## config.mk

```make
export PLATFORM = sky130hd
export DESIGN_NAME = slip_frame_unescape_check
export DESIGN_NICKNAME = d
export VERILOG_FILES = /design/src/design/sfuc_pkg.sv /design/src/design/slip_frame_unescape_check.sv /design/src/design/sfuc_decode.sv /design/src/design/sfuc_outq.sv
export SDC_FILE = /design/constraint.sdc
export NUM_CORES = 1
export LEC_CHECK = 0
export ABC_AREA = 1
export ABC_CLOCK_PERIOD_IN_PS = 3900
export BUFFER_PORTS_ARGS = -buffer_cell sky130_fd_sc_hd__clkbuf_2
export CORE_MARGIN = 3
export CORE_UTILIZATION = 55
export DETAILED_ROUTE_END_ITERATION = 8
export GPL_TIMING_DRIVEN = 0
export PLACE_DENSITY = 0.74
export SYNTH_ARGS = -nofsm -noshare
export SYNTH_HDL_FRONTEND = slang
export SYNTH_SLANG_ARGS = --single-unit
```

## constraint.sdc

```tcl
create_clock -name i_clk -period 3.9 [get_ports i_clk]
set_input_delay 0.195 -clock i_clk [delete_from_list [all_inputs] [get_ports i_clk]]
set_output_delay 0.195 -clock i_clk [all_outputs]
set_load 0.005 [all_outputs]
```

## src/design/sfuc_pkg.sv

```systemverilog
package sfuc_pkg;

    // SLIP special bytes
    localparam logic [7:0] DELIM   = 8'hC0;
    localparam logic [7:0] ESC     = 8'hDB;
    localparam logic [7:0] ESC_ESC = 8'hDD;
    localparam logic [7:0] ESC_END = 8'hDC;

    // register indexes on the configuration port
    localparam int unsigned CFG_IDX_W = 1;
    localparam logic [CFG_IDX_W-1:0] CFG_TYPE_NIBBLE = 1'b0;
    localparam logic [CFG_IDX_W-1:0] CFG_LENGTH_BIAS = 1'b1;

    // reset values of the registers
    localparam logic [3:0] TYPE_NIBBLE_RST = 4'd5;
    localparam logic [7:0] LENGTH_BIAS_RST = 8'd11;

    // raw position of the header byte
    localparam logic [7:0] HDR_POS = 8'd6;

    // result kinds
    localparam logic KIND_DATA   = 1'b0;
    localparam logic KIND_STATUS = 1'b1;

    // frame status codes
    localparam logic [1:0] ST_OK       = 2'd0;
    localparam logic [1:0] ST_IGNORED  = 2'd1;
    localparam logic [1:0] ST_BAD_LINK = 2'd2;
    localparam logic [1:0] ST_LEN_BAD  = 2'd3;

    // most result words one raw byte can cause
    localparam int unsigned MAX_RES = 3;

    typedef struct packed {
        logic        kind;
        logic [7:0]  data;
        logic [1:0]  status;
        logic [7:0]  length;
        logic [15:0] errors;
        logic        last;
    } t_item;

    // results of one raw byte, first word in slot 0
    typedef struct packed {
        logic [1:0]              count;
        t_item [MAX_RES-1:0]     items;
    } t_bundle;

endpackage

```

## src/design/slip_frame_unescape_check.sv

```systemverilog
// Channel   Direction  Handshake                   Payload
// input     in         i_in_valid / o_in_ready     i_rx_byte, i_end_of_buffer
// output    out        o_out_valid / i_out_ready   o_item_kind, o_data_byte, o_frame_status,
//                                                  o_decoded_length, o_link_errors, o_last
// config    in         i_cfg_we                    i_cfg_idx, i_cfg_data
//
// A raw byte is decoded in the cycle it is accepted; its 0 to 3 result words
// appear on the output from the next cycle, one word per cycle while the output is ready.
// One raw byte per cycle is sustained while the output is ready and each byte yields at most one word;
// bytes that yield two or three words hold back the next byte while their words drain.
// The next byte is taken in the cycle the last held result word leaves.
// Reset (i_rst_n low at a clock edge) clears frame state, the error count and
// the output queue, and restores the register defaults.
module slip_frame_unescape_check import sfuc_pkg::*; (
    input  logic                 i_clk,
    input  logic                 i_rst_n,
    input  logic                 i_cfg_we,
    input  logic [CFG_IDX_W-1:0] i_cfg_idx,
    input  logic [7:0]           i_cfg_data,
    input  logic                 i_in_valid,
    output logic                 o_in_ready,
    input  logic [7:0]           i_rx_byte,
    input  logic                 i_end_of_buffer,
    output logic                 o_out_valid,
    input  logic                 i_out_ready,
    output logic                 o_item_kind,
    output logic [7:0]           o_data_byte,
    output logic [1:0]           o_frame_status,
    output logic [7:0]           o_decoded_length,
    output logic [15:0]          o_link_errors,
    output logic                 o_last
);

    logic    in_acc;
    logic    room;
    t_bundle bundle;
    t_item   head;

    assign o_in_ready = room;
    assign in_acc     = i_in_valid && room;

    // unescape and frame check
    sfuc_decode u_decode (
        .i_clk           (i_clk),
        .i_rst_n         (i_rst_n),
        .i_cfg_we        (i_cfg_we),
        .i_cfg_idx       (i_cfg_idx),
        .i_cfg_data      (i_cfg_data),
        .i_acc           (in_acc),
        .i_rx_byte       (i_rx_byte),
        .i_end_of_buffer (i_end_of_buffer),
        .o_bundle        (bundle)
    );

    // result words waiting for the output port
    sfuc_outq u_outq (
        .i_clk    (i_clk),
        .i_rst_n  (i_rst_n),
        .i_acc    (in_acc),
        .i_bundle (bundle),
        .o_room   (room),
        .o_valid  (o_out_valid),
        .i_ready  (i_out_ready),
        .o_item   (head)
    );

    assign o_item_kind      = head.kind;
    assign o_data_byte      = head.data;
    assign o_frame_status   = head.status;
    assign o_decoded_length = head.length;
    assign o_link_errors    = head.errors;
    assign o_last           = head.last;

endmodule

```

## src/design/sfuc_decode.sv

```systemverilog
module sfuc_decode import sfuc_pkg::*; (
    input  logic                 i_clk,
    input  logic                 i_rst_n,
    input  logic                 i_cfg_we,
    input  logic [CFG_IDX_W-1:0] i_cfg_idx,
    input  logic [7:0]           i_cfg_data,
    input  logic                 i_acc,
    input  logic [7:0]           i_rx_byte,
    input  logic                 i_end_of_buffer,
    output t_bundle              o_bundle
);

    logic [3:0]  r_type;
    logic [7:0]  r_bias;
    logic [7:0]  r_raw;
    logic [7:0]  r_dc;
    logic        r_esc;
    logic [1:0]  r_delim;
    logic        r_first;
    logic [7:0]  r_hdr;
    logic [15:0] r_err;

    logic [7:0]  n_raw;
    logic [7:0]  n_dc;
    logic        n_esc;
    logic [1:0]  n_delim;
    logic        n_first;
    logic [7:0]  n_hdr;
    logic [15:0] n_err;

    logic [1:0]  nd;
    logic [1:0]  nd_tot;
    logic [7:0]  d0;
    logic [7:0]  d1;
    logic        esc_step;
    logic [8:0]  dc_sum;
    logic [8:0]  expect_len;
    logic [1:0]  status;
    logic [1:0]  count;

    // unescape one raw byte into at most two data words
    always_comb begin
        nd       = 2'd0;
        d0       = i_rx_byte;
        d1       = ESC;
        esc_step = 1'b0;
        if (r_esc) begin
            if (i_rx_byte == ESC_ESC) begin
                nd = 2'd1;
                d0 = ESC;
            end else if (i_rx_byte == ESC_END) begin
                nd = 2'd1;
                d0 = DELIM;
            end else begin
                d0 = ESC;
                if (i_rx_byte == ESC) begin
                    esc_step = 1'b1;
                    nd       = 2'd1;
                end else begin
                    nd = 2'd2;
                    d1 = i_rx_byte;
                end
            end
        end else if (i_rx_byte == ESC) begin
            esc_step = 1'b1;
        end else begin
            nd = 2'd1;
        end
        // flush an escape still open at the end of the buffer
        nd_tot = nd;
        if (i_end_of_buffer && esc_step) begin
            nd_tot = nd + 2'd1;
            if (nd == 2'd0) begin
                d0 = ESC;
            end else begin
                d1 = ESC;
            end
        end
    end

    // frame bookkeeping
    always_comb begin
        n_esc   = esc_step && !i_end_of_buffer;
        n_first = (r_raw == 8'd0) ? (i_rx_byte == DELIM) : r_first;
        n_hdr   = (r_raw == HDR_POS) ? i_rx_byte : r_hdr;
        n_raw   = (r_raw == 8'hFF) ? r_raw : r_raw + 8'd1;
        n_delim = (i_rx_byte == DELIM && r_delim != 2'd3) ? r_delim + 2'd1 : r_delim;
        dc_sum  = {1'b0, r_dc} + {7'd0, nd_tot};
        n_dc    = dc_sum[8] ? 8'hFF : dc_sum[7:0];
        expect_len = {5'd0, n_hdr[3:0]} + {1'b0, r_bias};
        n_err   = r_err;
        if (n_delim != 2'd2 || !n_first || i_rx_byte != DELIM) begin
            status = ST_IGNORED;
        end else if (n_hdr[7:4] != r_type) begin
            status = ST_BAD_LINK;
            if (i_end_of_buffer && r_err != 16'hFFFF) begin
                n_err = r_err + 16'd1;
            end
        end else begin
            status = ({1'b0, n_dc} == expect_len) ? ST_OK : ST_LEN_BAD;
        end
    end

    // lay out the result words
    always_comb begin
        count = nd_tot + {1'b0, i_end_of_buffer};
        o_bundle.count = count;
        for (int k = 0; k < MAX_RES; k++) begin
            o_bundle.items[k] = '0;
            if (2'(k) < nd_tot) begin
                o_bundle.items[k].kind = KIND_DATA;
                o_bundle.items[k].data = (k == 0) ? d0 : d1;
            end else if (i_end_of_buffer && 2'(k) == nd_tot) begin
                o_bundle.items[k].kind   = KIND_STATUS;
                o_bundle.items[k].status = status;
                o_bundle.items[k].length = n_dc;
                o_bundle.items[k].errors = n_err;
            end
            o_bundle.items[k].last = (2'(k) == count - 2'd1);
        end
    end

    // configuration registers
    always_ff @(posedge i_clk) begin
        if (!i_rst_n) begin
            r_type <= TYPE_NIBBLE_RST;
            r_bias <= LENGTH_BIAS_RST;
        end else if (i_cfg_we) begin
            unique case (i_cfg_idx)
                CFG_TYPE_NIBBLE: r_type <= i_cfg_data[3:0];
                CFG_LENGTH_BIAS: r_bias <= i_cfg_data;
                default: ;
            endcase
        end
    end

    // advance frame state on each accepted word, clear it at buffer end
    always_ff @(posedge i_clk) begin
        if (!i_rst_n) begin
            r_raw   <= '0;
            r_dc    <= '0;
            r_esc   <= 1'b0;
            r_delim <= '0;
            r_first <= 1'b0;
            r_hdr   <= '0;
            r_err   <= '0;
        end else if (i_acc) begin
            r_err <= n_err;
            if (i_end_of_buffer) begin
                r_raw   <= '0;
                r_dc    <= '0;
                r_esc   <= 1'b0;
                r_delim <= '0;
                r_first <= 1'b0;
                r_hdr   <= '0;
            end else begin
                r_raw   <= n_raw;
                r_dc    <= n_dc;
                r_esc   <= n_esc;
                r_delim <= n_delim;
                r_first <= n_first;
                r_hdr   <= n_hdr;
            end
        end
    end

    // error count moves only by one step
    a_err_step: assert property (@(posedge i_clk) disable iff (!i_rst_n)
        ($past(i_rst_n) && r_err != $past(r_err)) |-> (r_err == $past(r_err) + 16'd1))
        else $error("error counter jumped");

    // an escape is never left open across a buffer end
    a_esc_clear: assert property (@(posedge i_clk) disable iff (!i_rst_n)
        (i_acc && i_end_of_buffer) |=> (!r_esc && r_raw == 8'd0))
        else $error("frame state not cleared at buffer end");

endmodule

```

## src/design/sfuc_outq.sv

```systemverilog
module sfuc_outq import sfuc_pkg::*; (
    input  logic    i_clk,
    input  logic    i_rst_n,
    input  logic    i_acc,
    input  t_bundle i_bundle,
    output logic    o_room,
    output logic    o_valid,
    input  logic    i_ready,
    output t_item   o_item
);

    logic [1:0]               r_cnt;
    t_item [MAX_RES-1:0]      r_slot;
    logic                     pop;
    logic                     load;

    assign o_valid = (r_cnt != 2'd0);
    assign o_item  = r_slot[0];
    assign pop     = o_valid && i_ready;
    assign load    = i_acc && (i_bundle.count != 2'd0);
    // take new words when empty or once the last held word leaves this cycle
    assign o_room  = (r_cnt == 2'd0) || (r_cnt == 2'd1 && i_ready);

    // hold count of waiting words
    always_ff @(posedge i_clk) begin
        if (!i_rst_n) begin
            r_cnt <= '0;
        end else if (load) begin
            r_cnt <= i_bundle.count;
        end else if (pop) begin
            r_cnt <= r_cnt - 2'd1;
        end
    end

    // load a new group or shift toward the head
    always_ff @(posedge i_clk) begin
        if (load) begin
            r_slot <= i_bundle.items;
        end else if (pop) begin
            for (int k = 0; k < MAX_RES - 1; k++) begin
                r_slot[k] <= r_slot[k+1];
            end
        end
    end

    a_load_room: assert property (@(posedge i_clk) disable iff (!i_rst_n)
        load |-> (r_cnt == 2'd0 || (r_cnt == 2'd1 && pop)))
        else $error("group loaded over waiting words");

    a_last_tail: assert property (@(posedge i_clk) disable iff (!i_rst_n)
        (r_cnt == 2'd1) |-> r_slot[0].last)
        else $error("tail word of a group lacks last");

    a_head_notlast: assert property (@(posedge i_clk) disable iff (!i_rst_n)
        (r_cnt > 2'd1) |-> !r_slot[0].last)
        else $error("last flagged before end of group");

endmodule

```

# Yosys cells after proc, flatten, opt, wreduce, memory -nomap -nowiden
# Cells that the tools add are included.
# op_classes
addsub	9
order_cmp	3
eq_ne	18
mux	53
bitwise	2
n_reduce_logical	28
# ops
cell	count
$mux W72	2
$mux W8	18
$mux W26	4
$mux W16	3
$eq A8 B8 Y1 const B	5
$mux W2	12
$add A16 B1 Y16 const B	1
$ne A16 B16 Y1 const B	1
$mux W1	13
$logic_and A1 B1 Y1	11
$add A4 B8 Y9	1
$add A8 B2 Y9	1
$eq A8 B9 Y1	1
$add A8 B1 Y8 const B	1
$eq A8 B3 Y1 const B	1
$logic_not A2 Y1	4
$logic_not A8 Y1	1
$ne A8 B8 Y1 const B	1
$ne A2 B2 Y1 const B	3
$reduce_and A2 Y1	3
$reduce_bool A2 Y1	3
$mux W5	1
$add A2 B1 Y2 const B	2
$eq A1 B2 Y1 const A	2
11 further kinds	18
# word_totals
ff_bits	166
word_cells	141

# Longest topological paths before layout
# Gate-level depths: netlist of run 1.
# logic_depth
ltp_word	16
ltp_mapped	24
ltp_nobuf	23

# Cells and area by module
# Synthesis of run 1 repeated with hierarchy kept, for this count alone.
# unflattened
cells_unflattened	1228
hier_area_um2	9564.2
# by_module_without_submodules
module	n_inst	cells_each	area_each_um2	seq_area_each_um2
sfuc_decode	1	815	4844.6	1121.1
sfuc_outq	1	411	4712.0	3283.1
slip_frame_unescape_check	1	2	7.5	0.0

# Least setup slack after synthesis of run 1
# Ideal clock, no wire load.
# synth_timing
kind	input-to-reg
start	input port i_rx_byte[3]
end	register u_outq.r_slot (netlist bit u_outq.o_item[0]), enable pin
t_arrival_ns	2.890
required_ns	3.153
slack_ns	0.263
cell_stages	9
path_buffers	0
cell_sequence	inv_1 nor3_1 nand2_1 nor3_1 nor2_1 ha_1 xor2_4 o21ai_4 nand2_1
# synth_between
elab_chain_len	11
# synth_rtl
element	line	rtl
from (decl)	slip_frame_unescape_check.sv:22	input logic [7:0] i_rx_byte,
$eq A8 B8 Y1	sfuc_decode.sv:56, sfuc_decode.sv:64	
$mux W2 / $mux W1 (equally long branches)	sfuc_decode.sv:56, sfuc_decode.sv:64	
$mux W2 / $mux W1 (equally long branches)	sfuc_decode.sv:51	end else if (i_rx_byte == ESC_END) begin
$mux W2 / $mux W1 (equally long branches)	sfuc_decode.sv:48	if (i_rx_byte == ESC_ESC) begin
$mux W2 / $mux W1 (equally long branches)	sfuc_decode.sv:47	if (r_esc) begin
$add A2 B1 Y2 / $logic_and A1 B1 Y1 (equally long branches)	sfuc_decode.sv:72, sfuc_decode.sv:71	
$mux W2 *	sfuc_decode.sv:71	if (i_end_of_buffer && esc_step) begin
$add A2 B1 Y2 *	sfuc_decode.sv:106	count = nd_tot + {1'b0, i_end_of_buffer};
$reduce_bool A2 Y1 *	sfuc_outq.sv:20	assign load = i_acc && (i_bundle.count != 2'd0);
$logic_and A1 B1 Y1 *	sfuc_outq.sv:20	
$reduce_bool A2 Y1 (no line) *	--	
to (signal assigned)	sfuc_outq.sv:38	r_slot <= i_bundle.items;
to (signal, indexed assignment)	sfuc_outq.sv:41	r_slot[k] <= r_slot[k+1];
to (decl)	sfuc_outq.sv:13	t_item [MAX_RES-1:0] r_slot;
# Mark *: on every way between the ends. The rest lies on a longest branch, timed or not.
# A chain may end at the register's enable or synchronous reset.

# Final worst setup path of run 1
# layout_timing
start	input port i_rx_byte[4]
end	register u_outq.r_slot[61] (netlist bit), data pin
# layout_between
elab_chain_len	16
# layout_rtl
element	line	rtl
$eq A8 B8 Y1	sfuc_decode.sv:56, sfuc_decode.sv:64	
$mux W2 / $mux W1 (equally long branches)	sfuc_decode.sv:56, sfuc_decode.sv:64	
$mux W2 / $mux W1 (equally long branches)	sfuc_decode.sv:51	
$mux W2 / $mux W1 (equally long branches)	sfuc_decode.sv:48	
$mux W2 / $mux W1 (equally long branches)	sfuc_decode.sv:47	
$add A2 B1 Y2 / $logic_and A1 B1 Y1 (equally long branches)	sfuc_decode.sv:72, sfuc_decode.sv:71	
$mux W2	sfuc_decode.sv:71	
$add A8 B2 Y9	sfuc_decode.sv:88	dc_sum = {1'b0, r_dc} + {7'd0, nd_tot};
$mux W8	sfuc_decode.sv:89	n_dc = dc_sum[8] ? 8'hFF : dc_sum[7:0];
$eq A8 B9 Y1	sfuc_decode.sv:100	status = ({1'b0, n_dc} == expect_len) ? ST_OK : ST_LEN_BAD;
$mux W2	sfuc_decode.sv:100	
$mux W2	sfuc_decode.sv:94	end else if (n_hdr[7:4] != r_type) begin
$mux W2	sfuc_decode.sv:92	if (n_delim != 2'd2 || !n_first || i_rx_byte != DELIM) begin
$mux W26	sfuc_decode.sv:113	end else if (i_end_of_buffer && 2'(k) == nd_tot) begin
$mux W26	sfuc_decode.sv:110	if (2'(k) < nd_tot) begin
$mux W72 *	sfuc_outq.sv:37	if (load) begin
# Marks and branches as above.

==> results.txt, run 1 <==
The global routing stage identified its most utilized layer as met2. The path with the worst hold slack has its endpoint at u_decode.r_type[2]. For the leakage power total, the log shows 4.44 nW. Count of flip-flops with a built-in enable after synthesis: 108.

The horizontal die dimension is 132 µm. Post-CTS timing repair inserted 0 buffers for setup. The routed layout has 7187 vias.

The instance count along the most critical hold path was 3. The tools report the worst flop-to-flop path startpoint as u_decode.r_esc. After clock tree synthesis, the clock-pin slew on the worst setup and hold paths is 60 ps.

For the sequential-to-total area share from yosys stat, the log shows 0.502. After synthesis the netlist holds a flip-flop and latch count of 166. Dividing the synthesized area by the synthesized cell count gives 8.08 µm². At the pin with the least slew margin, the transition time is 968 ps. CTS placed an instance of sky130_fd_sc_hd__clkbuf_16 at the clock tree root.

The met1 track demand over resource came out at 0.306. Sum of negative setup slack: 0 ps. The shortest period the worst path allows is 3440 ps. STA classifies the critical path startpoint as an input port. The number of buffers and inverters on the critical path was 4.

For the layout filler cell count, the log shows 1370. The type of the worst setup path is input port to register. In this run the cell area of the synthesized design comes to 8770 µm².

The cell count after synthesis is 1086, and the area of the multi-input gates is 3450 µm². The slowest stage cell on the critical path is sky130_fd_sc_hd__fa_1. 61 I/O pins were placed. For the count of antenna diodes in the layout, the log shows 0. The wire length of the first global-routing pass was 31700 µm.

For the initial standard-cell utilization of the core, the log shows 0.569. Setup slack on the worst reg-to-reg path comes out at 470 ps. The worst register-to-register path ends at u_outq.r_slot[61]. The worst hold path begins at i_cfg_data[2]. The min-delay analysis places its worst path in the category input port to register. The number of warning messages in the yosys log was 0.

The run gives 6552 as the via count of the first global-routing pass. The critical path endpoint category was a register. The count of final setup violators was 0; the count of unresolved DRC violations after routing was 0. Global routing finished with a remaining overflow of 0. The number of slew-limit violations in the final report came out at 0.

The initial antenna violation count is 0. Number of hold violations in the final report: 0. The via density per instance was 5.14; the endpoint required time on the critical path was 4080 ps.

The first-pass iteration count of the detailed router came out at 5. Among the stages of the critical path, the cell type that occurs most often is sky130_fd_sc_hd__nand2_1. Between clock sinks in the finished design, the worst skew comes to 9.65 ps. The congestion estimate from routability-driven global placement came to 0.936. Dividing the detail-routed wire length by the instance count gives 13.5 µm. The ratio of cells with drive above 1 in the final layout works out to 0.151.

The largest single stage delay on the critical path is 440 ps. The clock drives 166 sinks. Across all hold checks on the routed design, the worst slack comes to 4.55 ps. The count of buffers added on input and output ports is 60. Yosys instantiated no cell more often than sky130_fd_sc_hd__nand2_1. The global-route usage over all layers was 0.224.

Walking the worst path, the cells encountered are clkbuf_2 > inv_2 > nor3_1 > nand2_1 > nor3_1 > nor2_1 > ha_1 > fa_1 > nand3_1 > inv_1 > nand2_1 > nand2_1 > inv_1 > nand2_1 > nand2_1 > nand2_1 > nor2_1 > nand3_1 > nand2_1 > nand2_1 > nand2_1 > nand2_1. The chip height was 132 µm; the final clock period utilization by the worst path was 0.882. The floorplan step defined a die boundary enclosing 17500 µm². After legalization and detailed placement, the total HPWL measured 13700 µm.

The biggest area contributor in the post-synthesis netlist is sky130_fd_sc_hd__edfxtp_1. The register cell area after layout was 4400 µm²; the share of synthesized registers carrying an async set or reset was 0. The violation count after the first detailed-route iteration came out at 699.

The met3 track utilization from global routing is 0.0378. Setup repair after global routing left no endpoint under its margin. The flow ran to the end, and the final reports show no timing, DRC or antenna violations.

Clock tree synthesis inserted a total of 17 buffers. The logs give 2 for the clock tree buffer depth and 430 ps for the clock insertion delay at the later pin of the skew report. TritonCTS built the clock tree. In this run the worst path has a maximum fanout of 8.

Worst ir drop on vdd: 0.336 mV. For this run, the post-layout net count is 1213. The met2 demand-to-capacity share in global routing is 0.348, and the headroom to the max-slew limit is 0.355. Detailed-route wire length: 18900 µm.

The run gives 0 as the number of antenna-violating nets in the routed design. The core region is 15400 µm². After synthesis, the cell types taking the most area are sky130_fd_sc_hd__edfxtp_1 (37%), sky130_fd_sc_hd__nand2_1 (14%), sky130_fd_sc_hd__dfxtp_1 (13%), sky130_fd_sc_hd__inv_1 (5.7%), sky130_fd_sc_hd__nor2_1 (4.4%).

The proportion of netlist area held by the largest area contributor works out to 0.370. The layout overhead on the synthesized area is 13.8%, and the number of distinct standard cells referenced by the synthesized netlist is 44. In the synthesized netlist, the cells that appear most often are sky130_fd_sc_hd__nand2_1 (318), sky130_fd_sc_hd__inv_1 (133), sky130_fd_sc_hd__edfxtp_1 (108). The dominant synthesized flop cell was sky130_fd_sc_hd__edfxtp_1. Among cell families on the critical path, the largest total delay comes from simple AND/OR/NAND/NOR gates. Depth of the worst register-to-register path: 18. At the worst endpoint, the arrival time is 3620 ps. The maximum frequency from static timing analysis is 291 MHz, and the power density over cell area is 511 nW/µm².

Entering global routing, the biggest net connects 74 pins. The logs give 45 for the cell row count and 4 for the number of levels in the clock H-tree. The number of max-cap violations came out at 0.
-- cell type report --
class | count | share of cell area
clock inverters | 14 | 0.0163
repair buffers | 62 | 0.0321
flip-flops and latches | 166 | 0.441
well taps | 211 | 0.0264
clock buffers | 18 | 0.0430
plain buffers | 66 | 0.0430
multi-input cells | 722 | 0.346
inverters | 139 | 0.0523
-- cells by family after synthesis --
logic type | count (synthesis) | synth area share
adders and majority gates | 16 | 0.0245
other | 1 | 0.000427
and+or+nand+nor | 561 | 0.273
DFF | 166 | 0.502
buffers and inverters | 205 | 0.108
xor gates and xnor gates | 8 | 0.0101
AOI/OAI and AO/OA | 129 | 0.0817
-- layout by cell type, fill, tap and decap left out, types with 3 or more instances in the layout --
master / n
sky130_fd_sc_hd__a211oi_1: 8
sky130_fd_sc_hd__nand3b_1: 5
sky130_fd_sc_hd__nor2_1: 104
sky130_fd_sc_hd__o21ai_0: 30
sky130_fd_sc_hd__nand2_2: 5
sky130_fd_sc_hd__inv_1: 133
sky130_fd_sc_hd__ha_1: 14
sky130_fd_sc_hd__xor2_1: 5
sky130_fd_sc_hd__clkinv_4: 3
sky130_fd_sc_hd__inv_2: 5
sky130_fd_sc_hd__a21oi_1: 55
sky130_fd_sc_hd__buf_6: 5
sky130_fd_sc_hd__dfxtp_1: 58
sky130_fd_sc_hd__o21bai_1: 4
sky130_fd_sc_hd__inv_6: 7
sky130_fd_sc_hd__nand2_1: 317
sky130_fd_sc_hd__buf_2: 9
sky130_fd_sc_hd__clkbuf_16: 17
sky130_fd_sc_hd__nor3_1: 12
sky130_fd_sc_hd__nor2_4: 4
sky130_fd_sc_hd__nor2_2: 11
sky130_fd_sc_hd__o211ai_1: 3
sky130_fd_sc_hd__nand4_1: 15
sky130_fd_sc_hd__conb_1: 8
sky130_fd_sc_hd__nand3_1: 77
sky130_fd_sc_hd__o21ai_1: 20
sky130_fd_sc_hd__edfxtp_1: 108
sky130_fd_sc_hd__clkbuf_2: 61
sky130_fd_sc_hd__o21ai_2: 3
sky130_fd_sc_hd__clkbuf_1: 17
sky130_fd_sc_hd__nand2_4: 3
sky130_fd_sc_hd__buf_4: 35
-- layer usage --
metal | part of all wire | vias up
met4 | 0.034 | 0
met1 | 0.46 | 3228
met2 | 0.45 | 246
met3 | 0.065 | 47
met5 | 0 | -
li1 | - | 3666
-- registers in the layout (all words and copies together), names as in the netlist --
| name | cells |
|---|---|
| u_decode.r_bias | 8 |
| u_decode.r_dc | 8 |
| u_decode.r_delim | 2 |
| u_decode.r_err | 16 |
| u_decode.r_esc | 1 |
| u_decode.r_first | 1 |
| u_decode.r_hdr | 8 |
| u_decode.r_raw | 8 |
| u_decode.r_type | 4 |
| u_outq.o_item | 36 |
| u_outq.r_cnt | 2 |
| u_outq.r_slot | 72 |
-- power by group --
part | internal [mW] | switching, mW
sequential | 2.28 | 0.108
combinational | 0.397 | 0.633
clock | 0.960 | 0.725
total | 3.64 | 1.47
-- stage by stage --
step           power (mW)  setup slack (ps)  std cells  utilization  cell area, µm²
3_3_place_gp         3.43              -825       1364        0.607            9370
6_report             5.10               461       1398        0.647            9980
4_1_cts              5.12               486       1398        0.647            9980
5_1_grt              5.37              26.1       1398        0.647            9980
2_1_floorplan        3.13               263       1093            -            8800
3_5_place_dp         3.45               102       1364        0.608            9370
-- tightest hold or removal path, cell delays in order --
cell and delay, ps:
sky130_fd_sc_hd__clkbuf_2 90, sky130_fd_sc_hd__nand2_1 50, sky130_fd_sc_hd__nand3_1 70
-- repair_timing --
action | in CTS | in global routing
endpoints found under the setup margin | 0 | 0
endpoints found under the hold margin | 2 | 0
hold buffers | 2 | 0
gates resized for setup | 0 | 0
-- how the worst max path moves through the flow --
stage | from | to | slack [ps] | cells past startpoint
2_1_floorplan | i_rx_byte[3] | u_outq.o_item[0] | 260 | 9
3_3_place_gp | i_rx_byte[4] | u_outq.r_slot[41] | -830 | 10
3_5_place_dp | i_rx_byte[4] | u_outq.r_slot[61] | 100 | 22
4_1_cts | u_decode.r_raw[0] | u_outq.r_slot[61] | 490 | 24
5_1_grt | i_rx_byte[4] | u_outq.r_slot[61] | 30 | 22
6_report | i_rx_byte[4] | u_outq.r_slot[61] | 460 | 22
No activity file was read; power rests on OpenSTA's default activity.
==> run 2: changes to the inputs <==
Settings changed: CTS_BUF_LIST from default to sky130_fd_sc_hd__clkbuf_4 sky130_fd_sc_hd__clkbuf_8.
==> run 2 against run 1 <==
Effect of this change: final area decreased by 1.3%; highest routed layer unchanged; critical path depth increased by 2; clock skew up 3.9 ps; sequential share of layout area increased by 0.57 points; clock power shrank 24%; core utilization fell by 0.83 points; die area unchanged; critical endpoint unchanged; hold slack improved by 68 ps; maximum frequency decreased by 0.47%.
==> results.txt, run 2 (synthesis gave the netlist of run 1 again) <==
The flow ran to the end, and the final reports show no timing, DRC or antenna violations. The placer's final routability congestion estimate is 0.936 (unchanged). The logs give 4.38 nW (-1.3%) for the leakage power total and 1392 (+1.6%) for the layout filler cell count. The global-route usage over all layers was 0.223 (-0.00128).

Among all stages on the critical path, the largest delay is contributed by sky130_fd_sc_hd__fa_1. The tools report the clock insertion delay at the later pin of the skew report as 470 ps (+40 ps). The run gives 1.41 mW (-3.6%) as the switching power total. The final worst clock skew was 13.5 ps (+3.86 ps); the number of placed instances, taps included was 1364 (unchanged). The run gives 0 (unchanged) as the count of instances resized after the clock tree is built. The run gives 1404 (+0.43%) as the final standard cell count with taps included and fillers excluded.

In the layout the commonest cells are sky130_fd_sc_hd__nand2_1 (317), sky130_fd_sc_hd__inv_1 (133), sky130_fd_sc_hd__edfxtp_1 (108). The layout overhead on the synthesized area is 12.3%. The chip height was 132 µm (unchanged). Walking the worst path, the cells encountered are inv_1 > ha_1 > nand3_4 > nor2_4 > buf_6 > nor2_1 > a21oi_1 > ha_1 > inv_1 > fa_1 > inv_1 > nand3_1 > nand2_1 > nand2_1 > nand2_1 > nand2_1 > nand2_1 > nand2_1 > nor2_1 > nand3_1 > nand2_1 > nand2_1 > nand2_1 > nand2_1. The number of buffers and inverters on the critical path was 4 (unchanged). Setup repair after global routing left no endpoint under its margin. The tools report the cell row count as 45 (unchanged).

The ratio of cells with drive above 1 in the final layout is 0.151 (about the same), and the CTS sink count is 166 (unchanged). For the arrival time at the worst endpoint, the log shows 3670 ps (+50 ps). Fraction of power spent switching nets: 0.302 (+0.0145).

Critical path endpoint category: a register. The count of boundary I/O pins was 61 (unchanged); the placeable core area was 15400 µm² (unchanged). The proportion of power drawn by combinational gates is 0.220 (+0.018). The design internal power is 3.27 mW (-10%), and the endpoint required time on the critical path is 4120 ps (+40 ps). The delay contributed by the slowest stage of the critical path was 390 ps (-50 ps); the CTS buffer count was 17 (unchanged). The transition at the pin with the smallest max-transition slack works out to 962 ps (-6.16 ps). The maximum fanout along the worst path works out to 10 (+2). The critical path is of the register to register type.

The tools report the area of the multi-input gates as 3450 µm² (unchanged). Headroom to the max-slew limit: 0.359 (+0.00410). The power density over cell area is 475 nW/µm² (-7.0%), and the area of the die is 17500 µm² (unchanged). The tools report the cell at the root of the clock tree as sky130_fd_sc_hd__clkbuf_8. The clock transition time at the flip-flop clock pins of the worst setup and hold paths is 90 ps (+30 ps), and the pin count of the biggest net entering global routing is 74 (unchanged). The flip-flop count of the largest register, all copies and words added was 72 (unchanged); the count of antenna diodes in the layout was 0 (unchanged).

The tools report the clock tree buffer depth as 2 (unchanged). On the critical path the largest part of the delay comes from simple AND/OR/NAND/NOR gates. The horizontal die dimension works out to 132 µm (unchanged). The logs give 671 (-4.0%) for the violation count after the first detailed-route iteration and 0.271 (-0.059) for the relative contribution of the clock network to total power. The wire length of the first global-routing pass is 31500 µm (-0.46%). The tools report the detailed-route via count as 7157 (-0.42%). More flip-flops sit in one register than any other, and that register is u_outq.r_slot. The run gives 0 (unchanged) as the number of hold violations in the final report.

The count of final setup violators is 0 (unchanged), and the final worst hold slack is 72.9 ps (+68.3 ps). The final clock period utilization by the worst path was 0.886 (+0.00417); the number of max-cap violations was 0 (unchanged). The via density per instance was 5.10 (-0.84%).

TritonCTS built the clock tree. The number of antenna-violating nets in the routed design came out at 0 (unchanged). The count of unresolved DRC violations after routing is 0 (unchanged), and the number of input and output port buffers inserted is 60 (unchanged). The run gives 0.213 mV (-37%) as the worst ir drop on vdd. The tools report the register cell area after layout as 4400 µm² (unchanged). The mean routed wirelength per cell was 13.3 µm (-1.5%).

The shortest period the worst path allows was 3460 ps (+16.3 ps). Leaving out fill and tap cells, the most frequent cell in the layout is sky130_fd_sc_hd__nand2_1. The number of slew-limit violations in the final report was 0 (unchanged).

Counting stages on the worst path, the most repeated cell is sky130_fd_sc_hd__nand2_1. The initial antenna violation count was 0 (unchanged); the maximum frequency from static timing analysis was 289 MHz (-0.47%). The remaining global-route overflow is 0 (unchanged), and the initial standard-cell utilization of the core is 0.569 (unchanged). For the via count of the first global-routing pass, the log shows 6568 (+0.24%).

The logs give 7 (+2) for the first-pass iteration count of the detailed router and 13700 µm (unchanged) for the placed wire-length estimate after detailed placement. The detailed-route wire length was 18600 µm (-1.1%). STA classifies the critical path startpoint as a register. The net count reported at finish is 1219 (+0.49%). The share of total power in sequential cells came out at 0.509 (+0.041). The number of levels in the clock H-tree was 4 (unchanged). Type of the most critical hold path: input port to register.
[run 2: repair_timing]
| action | CTS | global route |
|---|---|---|
| hold endpoints to repair | 10 | 0 |
| hold buffers | 8 | 0 |
| buffers inserted | 0 | 0 |
[run 2: path summary, 6_finish.rpt]
kind / startpoint / endpoint / slack, ps / cells past startpoint
setup / recovery: u_decode.r_raw[0] / u_outq.r_slot[61] / 440 / 24
hold / removal: i_cfg_idx / u_decode.r_type[2] / 70 / 4
setup reg to reg: u_decode.r_raw[0] / u_outq.r_slot[61] / 440 / 24
hold reg to reg: u_decode.r_hdr[6] / u_decode.r_hdr[6] / 470 / 2
[run 2: layout make-up]
class	count	share of cell area
flip-flops and latches	166	0.447
repair buffers	68	0.0386
plain buffers	66	0.0435
inverters	139	0.0529
well taps	211	0.0268
clock buffers	18	0.0245
clock inverters	14	0.0165
multi-input cells	722	0.350
[run 2: metrics by stage]
stage | worst slack, ps | util | power [mW] | area (µm²) | setup TNS, ps
floorplan | 263 | - | 3.13 | 8800 | 0
global placement | -825 | 0.607 | 3.43 | 9370 | -59590
detailed placement | 102 | 0.608 | 3.45 | 9370 | 0
CTS | 482 | 0.639 | 4.71 | 9860 | 0
global route | 65.5 | 0.639 | 4.95 | 9860 | 0
finish | 445 | 0.639 | 4.68 | 9860 | 0
[run 2: routing by layer]
| metal | GRT usage | part of all wire |
|---|---|---|
| met5 | 0 | 0 |
| met4 | 0.0958 | 0.033 |
| met3 | 0.0450 | 0.068 |
| met1 | 0.307 | 0.46 |
| met2 | 0.344 | 0.44 |
[run 2: power by group through the flow]
stage | Clock, mW | Sequential, mW | Combinational [mW]
3_5_place_dp | 0 | 2.42 | 1.03
6_report | 1.27 | 2.38 | 1.03
5_1_grt | 1.36 | 2.42 | 1.17
2_1_floorplan | 0 | 2.40 | 0.722
4_1_cts | 1.28 | 2.38 | 1.04
3_3_place_gp | 0 | 2.43 | 1.00
[run 2: worst register-to-register path, delay by kind of cell (launching register included)]
family	cells	cell delay, ps
simple gates	16	1420
fa+ha+maj	3	850
buf+inv	4	420
flops	1	360
compound gates	1	170
